$ cat src/hdl/packet_loss_jitter_monitor_assert.svh
// ----------------------------------------------------------------------------
// packet_loss_jitter_monitor_assert.svh
// Assertion macros shared by the monitor modules, clocked on clk_i and
// disabled while rst_ni is low
// ----------------------------------------------------------------------------
`ifndef PACKET_LOSS_JITTER_MONITOR_ASSERT_SVH
`define PACKET_LOSS_JITTER_MONITOR_ASSERT_SVH

// property must hold at every clock edge out of reset
`define PLJ_ASSERT(lbl, prop, msg) \
  lbl: assert property (@(posedge clk_i) disable iff (!rst_ni) prop) else $error(msg);

// condition must never be seen at a clock edge out of reset
`define PLJ_NEVER(lbl, cond, msg) \
  lbl: assert property (@(posedge clk_i) disable iff (!rst_ni) !(cond)) else $error(msg);

`endif

$ cat src/hdl/plj_pkg.sv
// ----------------------------------------------------------------------------
// plj_pkg
// Widths, constants and handshake structs of the packet loss and jitter
// monitor
// ----------------------------------------------------------------------------
package plj_pkg;

  // item fields
  localparam int ARR_W      = 40;
  localparam int SEQ_W      = 27;
  localparam int SIZE_W     = 16;
  localparam int RCV_OUT_W  = 40;
  localparam int LOSS_W     = 32;
  localparam int RATE_W     = 32;
  localparam int JIT_W      = 40;
  localparam int IN_DATA_W  = 72;
  localparam int OUT_DATA_W = 176;

  localparam logic [SIZE_W-1:0] SIZE_RESET = 16'd1000;
  localparam logic [9:0]        MS_PER_S   = 10'd1000;
  localparam logic [SEQ_W-1:0]  SEQ_MAX    = {SEQ_W{1'b1}};
  localparam int                DSUM_W     = 48;

  // shared divider
  localparam int DIV_NUM_W    = 82;
  localparam int DIV_DEN_W    = 48;
  localparam int DIV_Q_W      = 40;
  localparam int DIV_NARROW_W = 32;
  localparam int DIV_CNT_W    = 6;

  // rate numerator pieces
  localparam int MUL_A_W   = 26;
  localparam int MUL_B_W   = 24;
  localparam int MUL_P_W   = 50;
  localparam int MUL_ACC_W = 74;

  typedef struct packed {
    logic start;
    logic wide;   // 40 quotient bits, else 32
  } div_req_t;

  typedef struct packed {
    logic done;
    logic sat;
  } div_rsp_t;

  typedef struct packed {
    logic take;
    logic dev_en;
    logic sum_en;
  } stats_ctl_t;

endpackage

$ cat src/hdl/packet_loss_jitter_monitor.sv
// An accepted beat runs through S_DEV, S_MUL0, S_MUL1, S_ADD, the loss, rate
// and jitter divisions (32, 32 and 40 quotient bits on the shared divider)
// and S_OUT; the rate division is skipped when the arrival time is zero, and
// a quotient that overflows ends with no divider steps. s_axis_tready is low
// while an item is at work: no new item until the output register is loaded.
// Reset clears the running statistics, sets the packet size to 1000 bytes.
// ----------------------------------------------------------------------------
// packet_loss_jitter_monitor
// Receive-side loss, throughput and jitter statistics for numbered packets,
// three saturating quotients from one sequenced divider
// ----------------------------------------------------------------------------
`include "packet_loss_jitter_monitor_assert.svh"

module packet_loss_jitter_monitor #(
  parameter int TIME_BITS  = 40,
  parameter int COUNT_BITS = 40
) (
  input  logic                               clk_i,
  input  logic                               rst_ni,
  input  logic                               cfg_valid_i,
  output logic                               cfg_ready_o,
  input  logic [plj_pkg::SIZE_W-1:0]         cfg_data_i,   // packet_size_bytes
  input  logic                               s_axis_tvalid,
  output logic                               s_axis_tready,
  // arrival_time_us, sequence_number, zero pad
  input  logic [plj_pkg::IN_DATA_W-1:0]      s_axis_tdata,
  output logic                               m_axis_tvalid,
  input  logic                               m_axis_tready,
  // received_count, lost_count, loss_ratio, rate, jitter_us, zero pad
  output logic [plj_pkg::OUT_DATA_W-1:0]     m_axis_tdata,
  output logic [0:0]                         m_axis_tuser  // rate_saturated
);

  typedef enum logic [11:0] {
    S_IDLE      = 12'h001,
    S_DEV       = 12'h002,
    S_MUL0      = 12'h004,
    S_MUL1      = 12'h008,
    S_ADD       = 12'h010,
    S_LOSS_GO   = 12'h020,
    S_LOSS_WAIT = 12'h040,
    S_RATE_GO   = 12'h080,
    S_RATE_WAIT = 12'h100,
    S_JIT_GO    = 12'h200,
    S_JIT_WAIT  = 12'h400,
    S_OUT       = 12'h800
  } state_e;

  state_e                                state_q, state_d;
  logic [plj_pkg::SIZE_W-1:0]            size_q;
  logic [plj_pkg::MUL_A_W-1:0]           a_q;
  logic [plj_pkg::MUL_P_W-1:0]           pp_q;
  logic [plj_pkg::MUL_ACC_W-1:0]         acc_q;
  logic [plj_pkg::LOSS_W-1:0]            loss_q;
  logic [plj_pkg::RATE_W-1:0]            rate_q;
  logic                                  rsat_q;
  logic [plj_pkg::JIT_W-1:0]             jit_q;
  logic                                  m_valid_q;
  logic [plj_pkg::OUT_DATA_W-1:0]        m_data_q;
  logic                                  m_sat_q;

  logic                                  accept_w;
  logic                                  out_load_w;
  plj_pkg::stats_ctl_t                   st_ctl;
  logic [COUNT_BITS-1:0]                 rcv_w;
  logic [plj_pkg::SEQ_W-1:0]             lost_w;
  logic [plj_pkg::DSUM_W-1:0]            dsum_w;
  logic [TIME_BITS-1:0]                  time_w;
  logic [plj_pkg::DIV_DEN_W-1:0]         rcv48_w;
  logic [plj_pkg::DIV_DEN_W-1:0]         t48_w;
  logic                                  t_zero_w;
  logic [plj_pkg::MUL_B_W-1:0]           mul_b_w;
  logic [plj_pkg::MUL_P_W-1:0]           prod_w;
  plj_pkg::div_req_t                     div_req;
  plj_pkg::div_rsp_t                     div_rsp;
  logic [plj_pkg::DIV_NUM_W-1:0]         div_num;
  logic [plj_pkg::DIV_DEN_W-1:0]         div_den;
  logic [plj_pkg::DIV_Q_W-1:0]           div_quo;
  logic [plj_pkg::RCV_OUT_W-1:0]         rcv_out_w;

  assign cfg_ready_o   = 1'b1;
  assign s_axis_tready = (state_q == S_IDLE);
  assign accept_w      = s_axis_tvalid && s_axis_tready;
  assign out_load_w    = (state_q == S_OUT) && (!m_valid_q || m_axis_tready);

  assign st_ctl.take   = accept_w;
  assign st_ctl.dev_en = (state_q == S_DEV);
  assign st_ctl.sum_en = (state_q == S_MUL0);

  plj_stats #(
    .TIME_BITS  (TIME_BITS),
    .COUNT_BITS (COUNT_BITS)
  ) u_stats (
    .clk_i     (clk_i),
    .rst_ni    (rst_ni),
    .ctl_i     (st_ctl),
    .arrival_i (s_axis_tdata[plj_pkg::ARR_W-1:0]),
    .seq_i     (s_axis_tdata[plj_pkg::ARR_W +: plj_pkg::SEQ_W]),
    .rcv_o     (rcv_w),
    .lost_o    (lost_w),
    .dsum_o    (dsum_w),
    .time_o    (time_w)
  );

  assign rcv48_w  = plj_pkg::DIV_DEN_W'(rcv_w);
  assign t48_w    = plj_pkg::DIV_DEN_W'(time_w);
  assign t_zero_w = (t48_w == '0);

  // size * 1000 * received, as two 24-bit slices of the count
  assign mul_b_w = (state_q == S_MUL0) ? rcv48_w[plj_pkg::MUL_B_W-1:0]
                                       : rcv48_w[plj_pkg::DIV_DEN_W-1:plj_pkg::MUL_B_W];
  assign prod_w  = plj_pkg::MUL_P_W'(a_q) * plj_pkg::MUL_P_W'(mul_b_w);

  always_comb begin
    div_req.start = 1'b0;
    div_req.wide  = 1'b0;
    div_num       = '0;
    div_den       = rcv48_w;
    case (state_q)
      S_LOSS_GO: begin
        div_req.start = 1'b1;
        div_num       = plj_pkg::DIV_NUM_W'({lost_w, 16'h0000});
      end
      S_RATE_GO: begin
        div_req.start = !t_zero_w;
        div_num       = {acc_q, 8'h00};
        div_den       = t48_w;
      end
      // the divider reads its divisor on every step
      S_RATE_WAIT: begin
        div_den       = t48_w;
      end
      S_JIT_GO: begin
        div_req.start = 1'b1;
        div_req.wide  = 1'b1;
        div_num       = plj_pkg::DIV_NUM_W'({dsum_w, 8'h00});
      end
      default: begin
        div_req.start = 1'b0;
      end
    endcase
  end

  plj_divider u_div (
    .clk_i  (clk_i),
    .rst_ni (rst_ni),
    .req_i  (div_req),
    .num_i  (div_num),
    .den_i  (div_den),
    .rsp_o  (div_rsp),
    .quo_o  (div_quo)
  );

  always_comb begin
    state_d = state_q;
    case (state_q)
      S_IDLE:      if (accept_w) state_d = S_DEV;
      S_DEV:       state_d = S_MUL0;
      S_MUL0:      state_d = S_MUL1;
      S_MUL1:      state_d = S_ADD;
      S_ADD:       state_d = S_LOSS_GO;
      S_LOSS_GO:   state_d = S_LOSS_WAIT;
      S_LOSS_WAIT: if (div_rsp.done) state_d = S_RATE_GO;
      S_RATE_GO:   state_d = t_zero_w ? S_JIT_GO : S_RATE_WAIT;
      S_RATE_WAIT: if (div_rsp.done) state_d = S_JIT_GO;
      S_JIT_GO:    state_d = S_JIT_WAIT;
      S_JIT_WAIT:  if (div_rsp.done) state_d = S_OUT;
      S_OUT:       if (out_load_w) state_d = S_IDLE;
      default:     state_d = S_IDLE;
    endcase
  end

  always_ff @(posedge clk_i or negedge rst_ni) begin
    if (!rst_ni) begin
      state_q   <= S_IDLE;
      size_q    <= plj_pkg::SIZE_RESET;
      m_valid_q <= 1'b0;
    end else begin
      state_q <= state_d;
      if (cfg_valid_i && cfg_ready_o) begin
        size_q <= cfg_data_i;
      end
      if (out_load_w) begin
        m_valid_q <= 1'b1;
      end else if (m_axis_tready) begin
        m_valid_q <= 1'b0;
      end
    end
  end

  // received count clamps to the output field
  assign rcv_out_w = (rcv48_w[plj_pkg::DIV_DEN_W-1:plj_pkg::RCV_OUT_W] != '0)
                     ? {plj_pkg::RCV_OUT_W{1'b1}} : rcv48_w[plj_pkg::RCV_OUT_W-1:0];

  always_ff @(posedge clk_i) begin
    case (state_q)
      S_DEV:  a_q <= plj_pkg::MUL_A_W'(size_q) * plj_pkg::MUL_A_W'(plj_pkg::MS_PER_S);
      S_MUL0: pp_q <= prod_w;
      S_MUL1: begin
        acc_q <= plj_pkg::MUL_ACC_W'(pp_q);
        pp_q  <= prod_w;
      end
      S_ADD:  acc_q <= acc_q + {pp_q, plj_pkg::MUL_B_W'(0)};
      S_LOSS_WAIT: if (div_rsp.done) loss_q <= div_quo[plj_pkg::LOSS_W-1:0];
      S_RATE_GO: begin
        // zero elapsed time: rate pinned at all ones
        rate_q <= {plj_pkg::RATE_W{1'b1}};
        rsat_q <= 1'b1;
      end
      S_RATE_WAIT: begin
        if (div_rsp.done) begin
          rate_q <= div_quo[plj_pkg::RATE_W-1:0];
          rsat_q <= div_rsp.sat;
        end
      end
      S_JIT_WAIT: if (div_rsp.done) jit_q <= div_quo;
      default: ;
    endcase
    if (out_load_w) begin
      m_data_q <= plj_pkg::OUT_DATA_W'({jit_q, rate_q, loss_q, lost_w, rcv_out_w});
      m_sat_q  <= rsat_q;
    end
  end

  assign m_axis_tvalid   = m_valid_q;
  assign m_axis_tdata    = m_data_q;
  assign m_axis_tuser[0] = m_sat_q;

  `PLJ_ASSERT(a_accept_seq, accept_w |=> (state_q == S_DEV), "accepted beat did not start work")
  `PLJ_ASSERT(a_done_wait, div_rsp.done |-> (state_q == S_LOSS_WAIT || state_q == S_RATE_WAIT || state_q == S_JIT_WAIT), "divider result outside a wait state")
  `PLJ_ASSERT(a_sat_rate, (m_axis_tvalid && m_axis_tuser[0]) |-> (m_axis_tdata[130:99] == 32'hFFFF_FFFF), "saturated rate not all ones")

endmodule

$ cat src/hdl/plj_divider.sv
// ----------------------------------------------------------------------------
// plj_divider
// Shared restoring divider, one quotient bit per cycle, quotient saturating
// at 32 or 40 ones
// ----------------------------------------------------------------------------
`include "packet_loss_jitter_monitor_assert.svh"

module plj_divider (
  input  logic                             clk_i,
  input  logic                             rst_ni,
  input  plj_pkg::div_req_t                req_i,
  input  logic [plj_pkg::DIV_NUM_W-1:0]    num_i,
  input  logic [plj_pkg::DIV_DEN_W-1:0]    den_i,
  output plj_pkg::div_rsp_t                rsp_o,
  output logic [plj_pkg::DIV_Q_W-1:0]      quo_o
);

  logic                            busy_q;
  logic                            done_q;
  logic                            sat_q;
  logic [plj_pkg::DIV_CNT_W-1:0]   cnt_q;
  logic [plj_pkg::DIV_DEN_W-1:0]   rem_q;
  logic [plj_pkg::DIV_Q_W-1:0]     low_q;
  logic [plj_pkg::DIV_Q_W-1:0]     quo_q;

  logic [plj_pkg::DIV_DEN_W+1:0]   init_w;
  logic                            over_w;
  logic [plj_pkg::DIV_DEN_W:0]     trial_w;
  logic [plj_pkg::DIV_DEN_W:0]     diff_w;
  logic                            fits_w;

  // quotient overflows when the part above the quotient bits reaches the divisor
  assign init_w = req_i.wide ? (plj_pkg::DIV_DEN_W+2)'(num_i[plj_pkg::DIV_NUM_W-1:plj_pkg::DIV_Q_W])
                             : num_i[plj_pkg::DIV_NUM_W-1:plj_pkg::DIV_NARROW_W];
  assign over_w = init_w >= (plj_pkg::DIV_DEN_W+2)'(den_i);

  assign trial_w = {rem_q, low_q[plj_pkg::DIV_Q_W-1]};
  assign fits_w  = trial_w >= (plj_pkg::DIV_DEN_W+1)'(den_i);
  assign diff_w  = trial_w - (plj_pkg::DIV_DEN_W+1)'(den_i);

  always_ff @(posedge clk_i or negedge rst_ni) begin
    if (!rst_ni) begin
      busy_q <= 1'b0;
      done_q <= 1'b0;
      sat_q  <= 1'b0;
      cnt_q  <= '0;
    end else if (req_i.start) begin
      busy_q <= !over_w;
      done_q <= over_w;
      sat_q  <= over_w;
      cnt_q  <= req_i.wide ? plj_pkg::DIV_CNT_W'(plj_pkg::DIV_Q_W)
                           : plj_pkg::DIV_CNT_W'(plj_pkg::DIV_NARROW_W);
    end else if (busy_q) begin
      cnt_q <= cnt_q - 1'b1;
      if (cnt_q == plj_pkg::DIV_CNT_W'(1)) begin
        busy_q <= 1'b0;
        done_q <= 1'b1;
      end else begin
        done_q <= 1'b0;
      end
    end else begin
      done_q <= 1'b0;
    end
  end

  always_ff @(posedge clk_i) begin
    if (req_i.start) begin
      rem_q <= init_w[plj_pkg::DIV_DEN_W-1:0];
      low_q <= req_i.wide ? num_i[plj_pkg::DIV_Q_W-1:0]
                          : {num_i[plj_pkg::DIV_NARROW_W-1:0],
                             (plj_pkg::DIV_Q_W-plj_pkg::DIV_NARROW_W)'(0)};
      quo_q <= '0;
    end else if (busy_q) begin
      rem_q <= fits_w ? diff_w[plj_pkg::DIV_DEN_W-1:0] : trial_w[plj_pkg::DIV_DEN_W-1:0];
      low_q <= {low_q[plj_pkg::DIV_Q_W-2:0], 1'b0};
      quo_q <= {quo_q[plj_pkg::DIV_Q_W-2:0], fits_w};
    end
  end

  assign rsp_o.done = done_q;
  assign rsp_o.sat  = sat_q;
  assign quo_o      = sat_q ? {plj_pkg::DIV_Q_W{1'b1}} : quo_q;

  `PLJ_NEVER(a_start_busy, req_i.start && busy_q, "divider started while busy")
  `PLJ_ASSERT(a_done_src, rsp_o.done |-> $past(busy_q || req_i.start), "done without work")
  `PLJ_NEVER(a_busy_cnt, busy_q && (cnt_q == '0), "divider busy with no steps left")

endmodule

$ cat src/hdl/plj_stats.sv
// ----------------------------------------------------------------------------
// plj_stats
// Running packet statistics: counts, highest sequence, gaps and the
// saturating sum of gap changes
// ----------------------------------------------------------------------------
module plj_stats #(
  parameter int TIME_BITS  = 40,
  parameter int COUNT_BITS = 40
) (
  input  logic                           clk_i,
  input  logic                           rst_ni,
  input  plj_pkg::stats_ctl_t            ctl_i,
  input  logic [plj_pkg::ARR_W-1:0]      arrival_i,
  input  logic [plj_pkg::SEQ_W-1:0]      seq_i,
  output logic [COUNT_BITS-1:0]          rcv_o,
  output logic [plj_pkg::SEQ_W-1:0]      lost_o,
  output logic [plj_pkg::DSUM_W-1:0]     dsum_o,
  output logic [TIME_BITS-1:0]           time_o
);

  localparam int TIN   = (TIME_BITS < plj_pkg::ARR_W) ? TIME_BITS : plj_pkg::ARR_W;
  localparam int CMP_W = ((COUNT_BITS > plj_pkg::SEQ_W + 1) ? COUNT_BITS
                                                            : plj_pkg::SEQ_W + 1) + 1;

  logic [COUNT_BITS-1:0]        rcv_q;
  logic [plj_pkg::SEQ_W-1:0]    high_q;
  logic [TIME_BITS-1:0]         last_t_q;
  logic [TIME_BITS-1:0]         last_gap_q;
  logic [plj_pkg::DSUM_W-1:0]   dsum_q;
  logic [TIME_BITS-1:0]         gap_q;
  logic [TIME_BITS-1:0]         dev_q;
  logic                         first_q;
  logic [plj_pkg::SEQ_W-1:0]    lost_q;

  logic [TIME_BITS-1:0]         t_w;
  logic [CMP_W-1:0]             hp1_w;
  logic [CMP_W-1:0]             rcv_w;
  logic [CMP_W-1:0]             lost_w;
  logic [plj_pkg::DSUM_W:0]     sum_w;

  assign t_w    = TIME_BITS'(arrival_i[TIN-1:0]);
  assign hp1_w  = CMP_W'(high_q) + CMP_W'(1);
  assign rcv_w  = CMP_W'(rcv_q);
  assign lost_w = hp1_w - rcv_w;
  assign sum_w  = {1'b0, dsum_q} + (plj_pkg::DSUM_W+1)'(dev_q);

  always_ff @(posedge clk_i or negedge rst_ni) begin
    if (!rst_ni) begin
      rcv_q      <= '0;
      high_q     <= '0;
      last_t_q   <= '0;
      last_gap_q <= '0;
      dsum_q     <= '0;
    end else begin
      if (ctl_i.take) begin
        if (seq_i > high_q) begin
          high_q <= seq_i;
        end
        if (rcv_q != {COUNT_BITS{1'b1}}) begin
          rcv_q <= rcv_q + 1'b1;
        end
        last_t_q <= t_w;
      end
      if (ctl_i.dev_en) begin
        last_gap_q <= gap_q;
      end
      // the first packet gives no gap change
      if (ctl_i.sum_en && !first_q) begin
        dsum_q <= sum_w[plj_pkg::DSUM_W] ? {plj_pkg::DSUM_W{1'b1}}
                                         : sum_w[plj_pkg::DSUM_W-1:0];
      end
    end
  end

  always_ff @(posedge clk_i) begin
    if (ctl_i.take) begin
      gap_q   <= t_w - last_t_q;
      first_q <= (rcv_q == '0);
    end
    if (ctl_i.dev_en) begin
      dev_q <= (gap_q >= last_gap_q) ? gap_q - last_gap_q : last_gap_q - gap_q;
      if (hp1_w > rcv_w) begin
        lost_q <= (lost_w > CMP_W'(plj_pkg::SEQ_MAX)) ? plj_pkg::SEQ_MAX
                                                      : lost_w[plj_pkg::SEQ_W-1:0];
      end else begin
        lost_q <= '0;
      end
    end
  end

  assign rcv_o  = rcv_q;
  assign lost_o = lost_q;
  assign dsum_o = dsum_q;
  assign time_o = last_t_q;

endmodule
$ cat config.mk
export PLATFORM = sky130hd
export DESIGN_NAME = packet_loss_jitter_monitor
export DESIGN_NICKNAME = d
export VERILOG_FILES = /design/src/hdl/plj_pkg.sv /design/src/hdl/packet_loss_jitter_monitor.sv /design/src/hdl/plj_divider.sv /design/src/hdl/plj_stats.sv
export VERILOG_INCLUDE_DIRS = /design/src /design/src/hdl
export SDC_FILE = /design/constraint.sdc
export NUM_CORES = 2
export LEC_CHECK = 0
export BUFFER_PORTS_ARGS = -buffer_cell sky130_fd_sc_hd__buf_4
export CORE_ASPECT_RATIO = 1.25
export CORE_MARGIN = 1
export CORE_UTILIZATION = 48
export CTS_CLUSTER_DIAMETER = 40
export DETAILED_ROUTE_END_ITERATION = 16
export PLACE_DENSITY_LB_ADDON = 0.2
export SYNTH_ARGS = -nofsm -noshare
export SYNTH_HDL_FRONTEND = slang
export SYNTH_SLANG_ARGS = --single-unit
$ cat constraint.sdc
create_clock -name clk_i -period 16.15 [get_ports clk_i]
set_input_delay 3.23 -clock clk_i [delete_from_list [all_inputs] [get_ports clk_i]]
set_output_delay 3.23 -clock clk_i [all_outputs]
set_load 0.02 [all_outputs]
==> out/qor.json <==
{
  "clock_tree": {
    "cts_root_buf": "clkbuf_16",
    "cts-root-to-sink-buffers": 3,
    "cts.hold.buffers_added": 0,
    "cts.repair_timing.setup_buffer_count": 0,
    "clkTransAtPathRegs_ns": 0.07,
    "ctsResizeCount": 0,
    "cts_htree_levels": 4,
    "cts_inserted_buffers": 137,
    "tritoncts": "built",
    "clk_latency_ns": 0.79,
    "cts.sink_count": 879
  },
  "setup_path": {
    "maximum_single_stage_delay_on_the_critical_path_ns": 0.67,
    "cp.required_ns": 16.66,
    "worst-path-max-fanout": 53,
    "critical_path.slowest_cell": "mux2_2",
    "cp.arrival_ns": 11.64,
    "critical_path.most_common_cell": "fa_1",
    "timing.setup.critical_path_class": "reg2reg",
    "startpoint_type": "flip-flop",
    "worst_setup_path_end_kind": "flip-flop"
  },
  "die": {
    "die_area_um2": 147000,
    "placeable_core_region_um2": 144000,
    "die_x_um": 343,
    "floorplan.rows": 156,
    "num_io_pins": 273,
    "effective_utilization_at_floorplan": 0.483,
    "die_height_um": 428
  },
  "yosys": {
    "post_synth_main_area_contributors": "edfxtp_1 26%, fa_1 15%, ha_1 10%, dfrtp_1 8.1%, inv_1 4.4%",
    "postSynthRegisterBits": 879,
    "synth_common_cells": "813 x inv_1, 683 x nand2_1, 606 x edfxtp_1",
    "yosys.cell_count.top_type": "inv_1",
    "synthesis.area_per_instance_um2": 9.95,
    "synth_area_um2": 69800,
    "synth.yosys.warnings": 0,
    "asyncSetResetFlopFracSynth": 0.265,
    "ys.flop_type": "edfxtp_1",
    "yosys.cell_types.count": 92,
    "synthesized_instance_count": 7018,
    "ys_seq_area_frac": 0.356,
    "number_of_enable_type_register_cells_in_the_synthesized_netlist": 606,
    "post-synth-top-area-fraction": 0.261,
    "yosysTopAreaCell": "edfxtp_1"
  },
  "timing": {
    "final-hold-violation-count": 0,
    "fin_tns_setup_ns": 0,
    "grt_setup_unrepaired": "false",
    "max_slew.worst_pin.slew_ns": 1.25,
    "worst_slew_margin_rel": 0.168,
    "setup_violations_final": 0,
    "min_period_over_period": 0.689,
    "fmax_mhz": 89.8,
    "fin_crit_ns": 11.13,
    "skew_ns": 0.0362,
    "maxSlewViolCount": 0
  },
  "pwr": {
    "power.density_nw_per_um2": 170,
    "vdd_ir_max_mv": 0.126,
    "power.leakage_nw": 35.1
  },
  "placement": {
    "routabilityCongestion": 0.954,
    "post-dp-hpwl_um": 164000,
    "numPortBuffers": 261,
    "placed_cells": 8962
  },
  "global_route": {
    "grt_start_max_net_pins": 142,
    "first_global_vias": 53797,
    "antenna_found_initial": 18,
    "global_route_wire_length_before_repair_um": 323000,
    "grt_usage": 0.291,
    "grt_remaining_overflow": 0
  },
  "min_path": {
    "hp-class": "reg2reg"
  },
  "route": {
    "drc_errors": 0,
    "drt-pass1-iter-count": 8,
    "routed_via_density": 5.75,
    "post_dr_wirelength_cell_um": 23.1,
    "route.final.wire_length_um": 213000,
    "vias": 52975,
    "drt_iter0_markers": 3631,
    "ant_nets": 0
  },
  "finish": {
    "area.growth.synth_to_final_pct": 12.5,
    "layout.area.seq_um2": 24800,
    "multi_input_combinational_cell_area_um2": 40900,
    "stdcell_count": 9221,
    "final_nets": 8388,
    "fillers": 12824,
    "layout-drive-gt1-share": 0.101
  },
  "job": {
    "timing.max_cap.violations": 0
  },
  "status": {
    "status": "complete, no violations"
  }
}
-- routing by layer --
metal	up-vias	wire length [um]	part of all wire	track usage
met4	10	13900	0.065	0.169
met5	-	63	0.00030	0
li1	24444	-	-	-
met1	26204	81600	0.38	0.345
met2	1757	106000	0.50	0.501
met3	560	11000	0.052	0.0410
-- cells by family after synthesis --
logic type	count (synthesis)	synth area share
buf+inv	1098	0.0597
fa+ha+maj	1090	0.251
compound gates	1431	0.126
simple gates	2042	0.144
mux	135	0.0205
other cells	2	0.000108
xor+xnor	341	0.0428
flops	879	0.356
-- registers in the layout (all words and copies together) (netlist names), 6 cells and up --
signal              cells
m_axis_tdata          171
size_q                 16
u_stats.dsum_o         48
loss_q                 32
a_q                    23
u_stats.lost_o         27
u_div.rem_q            48
u_stats.last_gap_q     40
u_stats.time_o         40
u_div.quo_q            40
jit_q                  40
u_div.low_q            32
u_stats.high_q         27
state_q                12
rate_q                 32
u_stats.rcv_o          40
u_stats.gap_q          40
pp_q                   47
u_div.cnt_q             6
acc_q                  71
u_stats.dev_q          40
-- per-stage QoR --
step	util	hold slack, ns	total power, mW	cell area, um2	setup WS (ns)
final	0.544	0.413	13.3	78500	5.02
after CTS	0.544	0.415	13.3	78500	5.12
after global placement	0.510	0.400	10.1	73700	5.32
after global routing	0.544	0.418	14.2	78500	4.60
after floorplan	-	0.400	8.16	69800	4.50
after detailed placement	0.510	0.405	10.2	73700	5.15
-- path summary, 6_finish.rpt --
check / start / endpoint / slack (ns) / cells past startpoint
max: state_q[6] / pp_q[49] / 5.02 / 32
min: jit_q[21] / m_axis_tdata[152] / 0.41 / 0
max reg2reg: state_q[6] / pp_q[49] / 5.02 / 32
min reg2reg: jit_q[21] / m_axis_tdata[152] / 0.41 / 0
max in group asynchronous: rst_ni / size_q[4] / 12.19 / 2
min in group asynchronous: rst_ni / u_stats.dsum_o[2] / 2.48 / 1
-- layout make-up --
type | instances | area share
Sequential cell | 879 | 0.316
Multi-Input combinational cell | 5045 | 0.521
Antenna cell | 4 | 0.000127
Timing Repair Buffer | 329 | 0.0317
Clock buffer | 155 | 0.0458
Inverter | 813 | 0.0389
Tap cell | 1896 | 0.0302
Clock inverter | 100 | 0.0158
-- critical path: cells and delay by family, from the launching register on --
family / cells / cell delay, ns
AO/OA/AOI/OAI: 6 / 1.68
flip-flops: 1 / 0.45
multiplexers: 1 / 0.67
adder cells (fa/ha/maj): 8 / 4.00
buffers and inverters: 8 / 1.24
AND/OR/NAND/NOR: 8 / 2.53
XOR/XNOR: 1 / 0.13
-- cells in the final DEF (no fill, tap or decap), types with 14 or more instances in the layout --
cell | netlist | final
ha_1 | 570 | 570
dfxtp_1 | 40 | 40
a21o_1 | 179 | 179
nor4_1 | 45 | 45
a211oi_1 | 27 | 27
nand2b_1 | 54 | 52
buf_4 | 10 | 327
a21oi_1 | 518 | 518
nand2_1 | 683 | 680
mux2i_1 | 71 | 71
edfxtp_1 | 606 | 606
o31ai_1 | 14 | 14
mux2_2 | 63 | 63
a31oi_1 | 33 | 33
clkbuf_16 | 0 | 140
and3_1 | 96 | 96
a222oi_1 | 15 | 15
a21boi_0 | 17 | 17
bufinv_16 | 0 | 16
nor2b_1 | 49 | 47
fa_1 | 520 | 520
inv_8 | 0 | 15
and2_1 | 260 | 258
nor3_1 | 75 | 75
dfrtp_1 | 226 | 224
a221oi_1 | 23 | 23
and4_1 | 15 | 15
nor2_1 | 416 | 414
xor2_1 | 102 | 102
o21a_1 | 71 | 71
or3_1 | 54 | 54
a221o_1 | 14 | 14
inv_1 | 813 | 813
nand4_1 | 74 | 74
or2_2 | 54 | 54
o21ai_0 | 338 | 333
xnor2_1 | 239 | 239
nand3_1 | 103 | 103
o21bai_1 | 62 | 62
-- power breakdown --
group / switching, mW / total [mW] / leakage, nW / internal [mW]
clock: 1.19 / 3.10 / 2.33 / 1.90
sequential: 0.626 / 3.73 / 8.84 / 3.10
combinational: 4.00 / 6.51 / 23.9 / 2.51
(Power assumes the default switching activity.)
